<file path="src/hw/rtl/trgp_pkg.sv">
// Shared types and constants for the threshold-guided random pixel pick block.
package trgp_pkg;

    localparam int PIX_W      = 16;
    localparam int FRAC_W     = 16;
    localparam int RIDX_W     = 31;
    localparam int RATIO_W    = 17;
    localparam int DIM_W      = 9;
    localparam int POS_W      = 8;
    localparam int CFG_ADDR_W = 3;
    localparam int CFG_DATA_W = 17;
    localparam int S_TDATA_W  = 64;
    localparam int M_TDATA_W  = 16;

    localparam logic [CFG_ADDR_W-1:0] REG_HIGH_THR = 3'd0;
    localparam logic [CFG_ADDR_W-1:0] REG_LOW_THR  = 3'd1;
    localparam logic [CFG_ADDR_W-1:0] REG_RATIO    = 3'd2;
    localparam logic [CFG_ADDR_W-1:0] REG_WIDTH    = 3'd3;
    localparam logic [CFG_ADDR_W-1:0] REG_HEIGHT   = 3'd4;

    localparam logic [PIX_W-1:0]   HIGH_THR_RST = 16'd51200;
    localparam logic [PIX_W-1:0]   LOW_THR_RST  = 16'd38400;
    localparam logic [RATIO_W-1:0] RATIO_RST    = 17'd26214;
    localparam logic [DIM_W-1:0]   WIDTH_RST    = 9'd256;
    localparam logic [DIM_W-1:0]   HEIGHT_RST   = 9'd256;

    typedef struct packed {
        logic pix_accept;
        logic walk_start;
        logic miss_load;
    } trgp_cmd_t;

    typedef struct packed {
        logic last_pix;
        logic len_zero;
        logic div_done;
        logic walk_done;
    } trgp_sts_t;

endpackage

</file>
<file path="src/hw/rtl/trgp_ctrl.sv">
// Controller: frame load, remainder computation and map walk sequencing.
module trgp_ctrl (
    input  logic                  aclk,
    input  logic                  aresetn,
    input  logic                  s_tvalid,
    output logic                  s_tready,
    output logic                  m_tvalid,
    input  logic                  m_tready,
    input  trgp_pkg::trgp_sts_t   sts,
    output trgp_pkg::trgp_cmd_t   cmd
);

    localparam logic [1:0] ST_LOAD = 2'd0;
    localparam logic [1:0] ST_DIV  = 2'd1;
    localparam logic [1:0] ST_WALK = 2'd2;

    logic [1:0] state_reg;
    logic [1:0] state_next;
    logic       out_valid_reg;
    logic       out_valid_next;
    logic       ready;
    logic       accept;

    assign ready  = (state_reg == ST_LOAD) && !(sts.last_pix && out_valid_reg);
    assign accept = s_tvalid && ready;

    always_comb begin
        state_next     = state_reg;
        out_valid_next = out_valid_reg && !m_tready;
        cmd.pix_accept = accept;
        cmd.walk_start = 1'b0;
        cmd.miss_load  = 1'b0;
        case (state_reg)
            ST_LOAD: begin
                if (accept && sts.last_pix) begin
                    state_next = ST_DIV;
                end
            end
            ST_DIV: begin
                if (sts.len_zero) begin
                    cmd.miss_load  = 1'b1;
                    out_valid_next = 1'b1;
                    state_next     = ST_LOAD;
                end else if (sts.div_done) begin
                    cmd.walk_start = 1'b1;
                    state_next     = ST_WALK;
                end
            end
            ST_WALK: begin
                if (sts.walk_done) begin
                    out_valid_next = 1'b1;
                    state_next     = ST_LOAD;
                end
            end
            default: begin
                state_next = ST_LOAD;
            end
        endcase
    end

    always_ff @(posedge aclk) begin
        if (!aresetn) begin
            state_reg     <= ST_LOAD;
            out_valid_reg <= 1'b0;
        end else begin
            state_reg     <= state_next;
            out_valid_reg <= out_valid_next;
        end
    end

    assign s_tready = ready;
    assign m_tvalid = out_valid_reg;

endmodule

</file>
<file path="config.mk">
export PLATFORM = sky130hd
export DESIGN_NAME = trgp_ctrl
export DESIGN_NICKNAME = d
export VERILOG_FILES = /design/src/hw/rtl/trgp_pkg.sv /design/src/hw/rtl/trgp_ctrl.sv
export SDC_FILE = /design/constraint.sdc
export NUM_CORES = 1
export LEC_CHECK = 0
export ABC_AREA = 1
export BUFFER_PORTS_ARGS = -buffer_cell sky130_fd_sc_hd__buf_2
export CORE_AREA = 2 2 39 41
export CTS_CLUSTER_SIZE = 30
export DETAILED_ROUTE_END_ITERATION = 8
export DIE_AREA = 0 0 41 43
export SLEW_MARGIN = 15
export SYNTH_ARGS = -nofsm -noshare
export SYNTH_HDL_FRONTEND = slang
export SYNTH_SLANG_ARGS = --single-unit
</file>
<file path="constraint.sdc">
create_clock -name aclk -period 1.3 [get_ports aclk]
set_clock_uncertainty 0.05 [all_clocks]
set_input_delay 0.26 -clock aclk [delete_from_list [all_inputs] [get_ports aclk]]
set_output_delay 0.26 -clock aclk [all_outputs]
set_load 0.02 [all_outputs]
</file>
Word level (Yosys, flattened, before mapping)
Index checks and enable logic that the tools add are counted.

operators by class
  equality and inequality tests = 5
  muxes and demuxes = 12
  reductions and logical operators = 9

operators with widths
  operator                                                number
  2-to-1 mux 2 bit                                        5
  case mux 2 bit (3 select lines)                         1
  logical AND 1 bit                                       5
  2-to-1 mux 1 bit                                        5
  inequality test 3 bit (second input constant)           1
  AND reduction 3 bit                                     1
  equality test 2 x 1 -> 1 bit (second input constant)    1
  equality test 2 bit (second input constant)             1
  zero test 1 bit                                         2
  zero test 2 bit                                         1
  inequality test 2 x 1 -> 1 bit (second input constant)  1
  inequality test 2 bit (second input constant)           1
  case mux 1 bit (2 select lines)                         1

word-level totals
  bits in registers = 3
  bits of input ports = 8
  output and inout bits = 5

Logic depth before layout (Yosys ltp)
  word-level depth = 7
  mapped depth = 9
  depth with buffers taken out = 9

Worst setup path after synthesis
No wires, ideal clock.

  path type = reg2out
  from = register state_reg[0]
  to = output cmd[2] (netlist name)
  arrival = 1481 ps
  setup slack = -491 ps
  stages on the path, launching flop included = 6
  cells stage by stage = dfxtp_1 inv_1 ha_1 a21boi_0 and2_1 buf_4

between the ends
  word-level cells in the longest chain between the ends = 3

ends and longest elaborated chain
  element                 line             RTL
  from (decl)             trgp_ctrl.sv:17  logic [1:0] state_reg;
  from (signal assigned)  trgp_ctrl.sv:66  state_reg <= state_next;
  zero test 2 bit         trgp_ctrl.sv:24  assign ready = (state_reg == ST_LOAD) && !(sts.last_pix && out_valid_reg);
  logical AND 1 bit       trgp_ctrl.sv:24
  named net s_tready      trgp_ctrl.sv:6   output logic s_tready,
  logical AND 1 bit       trgp_ctrl.sv:25  assign accept = s_tvalid && ready;
  to (decl)               trgp_ctrl.sv:10  output trgp_pkg::trgp_cmd_t cmd

The timed path passes the listed nets, and every way through them passes these cells.

==> results.json <==
{
  "synthAdderAreaFrac": 0.1942,
  "insertedDiodeCount": 0,
  "cts_tree": "yes",
  "rsz0062_at_grt": "true",
  "setup_viol": 4,
  "synth_warnings": 0,
  "fmaxAchievable_mhz": 670.7,
  "dp.cells": 70,
  "cts.sinks": 3,
  "ir_drop_mv": 0.6767,
  "num_rows": 14,
  "insertion_delay_ns": 0.23,
  "period_needed_ns": 1.491,
  "cp_max_fo": 3,
  "synth.avg_cell_area_sq_um": 6.783,
  "setup_ws_ns": -0.1910,
  "powerDensity_nw_per_um2": 2477,
  "die_h_um": 43,
  "violations": "setup timing",
  "status": "complete, but fails checks",
  "endpoint_kind": "output port",
  "slew_viol_final": 0,
  "wl_per_cell_um": 9.218,
  "synth_top_family_by_area": "simple AND/OR/NAND/NOR gates",
  "worstSetupStartpointType": "register",
  "synth_cells": 38,
  "start_util": 0.1863,
  "synth-compound-area-share": 0.1117,
  "relSlewSlack": 0.8475,
  "io_buffers": 12,
  "finalPower_mw": 1.286,
  "grt_overflow_total": 0,
  "holdPathStages": 3,
  "die_x_um": 41,
  "worstSetupPathType": "reg2out",
  "ioPinCount": 13,
  "fin_nets": 75,
  "area_delta_synth_final_pct": 101.5,
  "wl_um": 719,
  "tightest_slew_ns": 0.2263,
  "drv_cap": 0,
  "hold_viol": 0,
  "core_sq_um": 1384,
  "path_clk_slew_ns": 0.04,
  "largest_reg_flops": 2,
  "synth_fp_nets": 50,
  "rrSetupSlack_ns": 0.03,
  "grt_pass1_vias": 297,
  "route.detailed.drc": 0,
  "gp_congestion": 0.6413,
  "antenna_found_initial": 0,
  "p_leak_nw": 0.2557,
  "postRouteAntennaNets": 0,
  "required_ns": 0.99,
  "vias": 314,
  "rr_worst_depth": 7,
  "grt_max_degree": 6,
  "hp-class": "in2reg",
  "ys_seq_area_frac": 0.2330,
  "cts_buffer_depth": 2,
  "yosys.area_share.simple": 0.3301,
  "ys_ff_latch": 3,
  "die_area_sq_um": 1763,
  "cts_max_level": 1,
  "viasPerCell": 4.026,
  "drt_iter0_markers": 1,
  "fin_area_sq_um": 519.2,
  "dpl_cell_area_sq_um": 376.6,
  "hpwl_um": 489.4,
  "root_buffer": "clkbuf_4",
  "yosys.cell_types.count": 14,
  "grt_pass1_wl_mm": 1.062,
  "drive_above_1_share": 0.6774,
  "dr.pass1.iters": 2,
  "grt_use_total": 0.09930,
  "synth_xor_area_frac": 0,
  "fin_cells": 78,
  "pre_cts_ws_ns": -0.02529,
  "setup_tns_ns": -0.5462,
  "synthMuxAreaShare": 0,
  "cp.arrival_ns": 1.18,
  "numCtsBuffers": 3,
  "fin_crit_sh": 1.147,
  "syn_area_sq_um": 257.7
}
synth_stat cells:
| cell type | number | share of area |
|---|---|---|
| nor2_1 | 8 | 0.12 |
| inv_1 | 7 | 0.10 |
| nand2_1 | 6 | 0.087 |
| ha_1 | 4 | 0.19 |
| dfxtp_1 | 3 | 0.23 |
| a21boi_0 | 2 | 0.058 |
| a21oi_2 | 1 | 0.034 |
| and2_1 | 1 | 0.024 |
| buf_4 | 1 | 0.029 |
| nand2_2 | 1 | 0.024 |
| nand4_1 | 1 | 0.024 |
| nor3b_1 | 1 | 0.029 |
| o21ai_0 | 1 | 0.019 |
| or2_2 | 1 | 0.024 |
path summary, 6_finish.rpt:
| kind | to | from |
|---|---|---|
| hold reg to reg | m_tvalid | m_tvalid |
| setup reg to reg | state_reg[0] | state_reg[0] |
| hold / removal | state_reg[1] | aresetn |
| setup / recovery | cmd[2] | state_reg[1] |
layout make-up:
type | instances | area (sq um)
clock buffer | 4 | 26.28
fill | 149 | 864.6
inverter | 7 | 28.78
multi-input combinational | 27 | 225.2
sequential | 3 | 62.56
tap | 16 | 20.02
timing repair buffer | 21 | 156.4
kinds of logic (layout without fill, tap and decap cells):
group                    Yosys count  in the layout
AND/OR/NAND/NOR                   19             19
AO/OA/AOI/OAI                      4              4
flip-flops                         3              3
adder cells (fa/ha/maj)            4              4
buffers and inverters              8             32
per-stage QoR:
step / util / hold slack, ns
6_report: 0.3752 / 0.2217
2_1_floorplan: - / 0.3305
4_1_cts: 0.3409 / 0.2166
3_3_place_gp: 0.2722 / 0.4662
5_1_grt: 0.3752 / 0.2357
3_5_place_dp: 0.2722 / 0.4722
worst max-delay path, cell delays in order, from the launching register on:
cell and delay, ns:
dfxtp_2 0.34, inv_4 0.05, ha_4 0.15, a21boi_4 0.13, and2_4 0.16, buf_6 0.12
layer usage:
metal	vias up	global-route usage	part of all wire
li1	161	-	-
met1	141	0.07692	0.35
met2	10	0.1594	0.56
met3	2	0.03141	0.064
met4	0	0.1200	0.026
met5	-	0	0
power breakdown:
group	internal [mW]	total (mW)	switching (mW)
registers	0.139	0.177	0.0383
logic	0.512	0.946	0.434
clock network	0.115	0.163	0.0476
layout by cell type, fill, tap and decap left out:
master and n:
inv_2 4, a21oi_2 1, a21boi_4 1, nor2_1 7
and2_4 1, ha_1 1, dfxtp_1 1, nor2_2 1
or2_2 1, ha_4 3, nand4_1 1, dfxtp_2 2
o21ai_0 1, nor3b_2 1, inv_4 1, nand2_1 5
nand2_2 2, buf_2 8, clkbuf_4 3, clkbuf_1 1
inv_1 2, buf_6 5, buf_4 8, a21boi_1 1
what timing repair did:
item / 4_1_cts / 5_1_grt
buffers inserted: 2 / 3
hold buffers: 0 / 0
endpoints found under the setup margin: 6 / 7
cloned: 0 / 0
pin swaps: 2 / 7
resized for setup: 19 / 9
(Power assumes the default switching activity.)
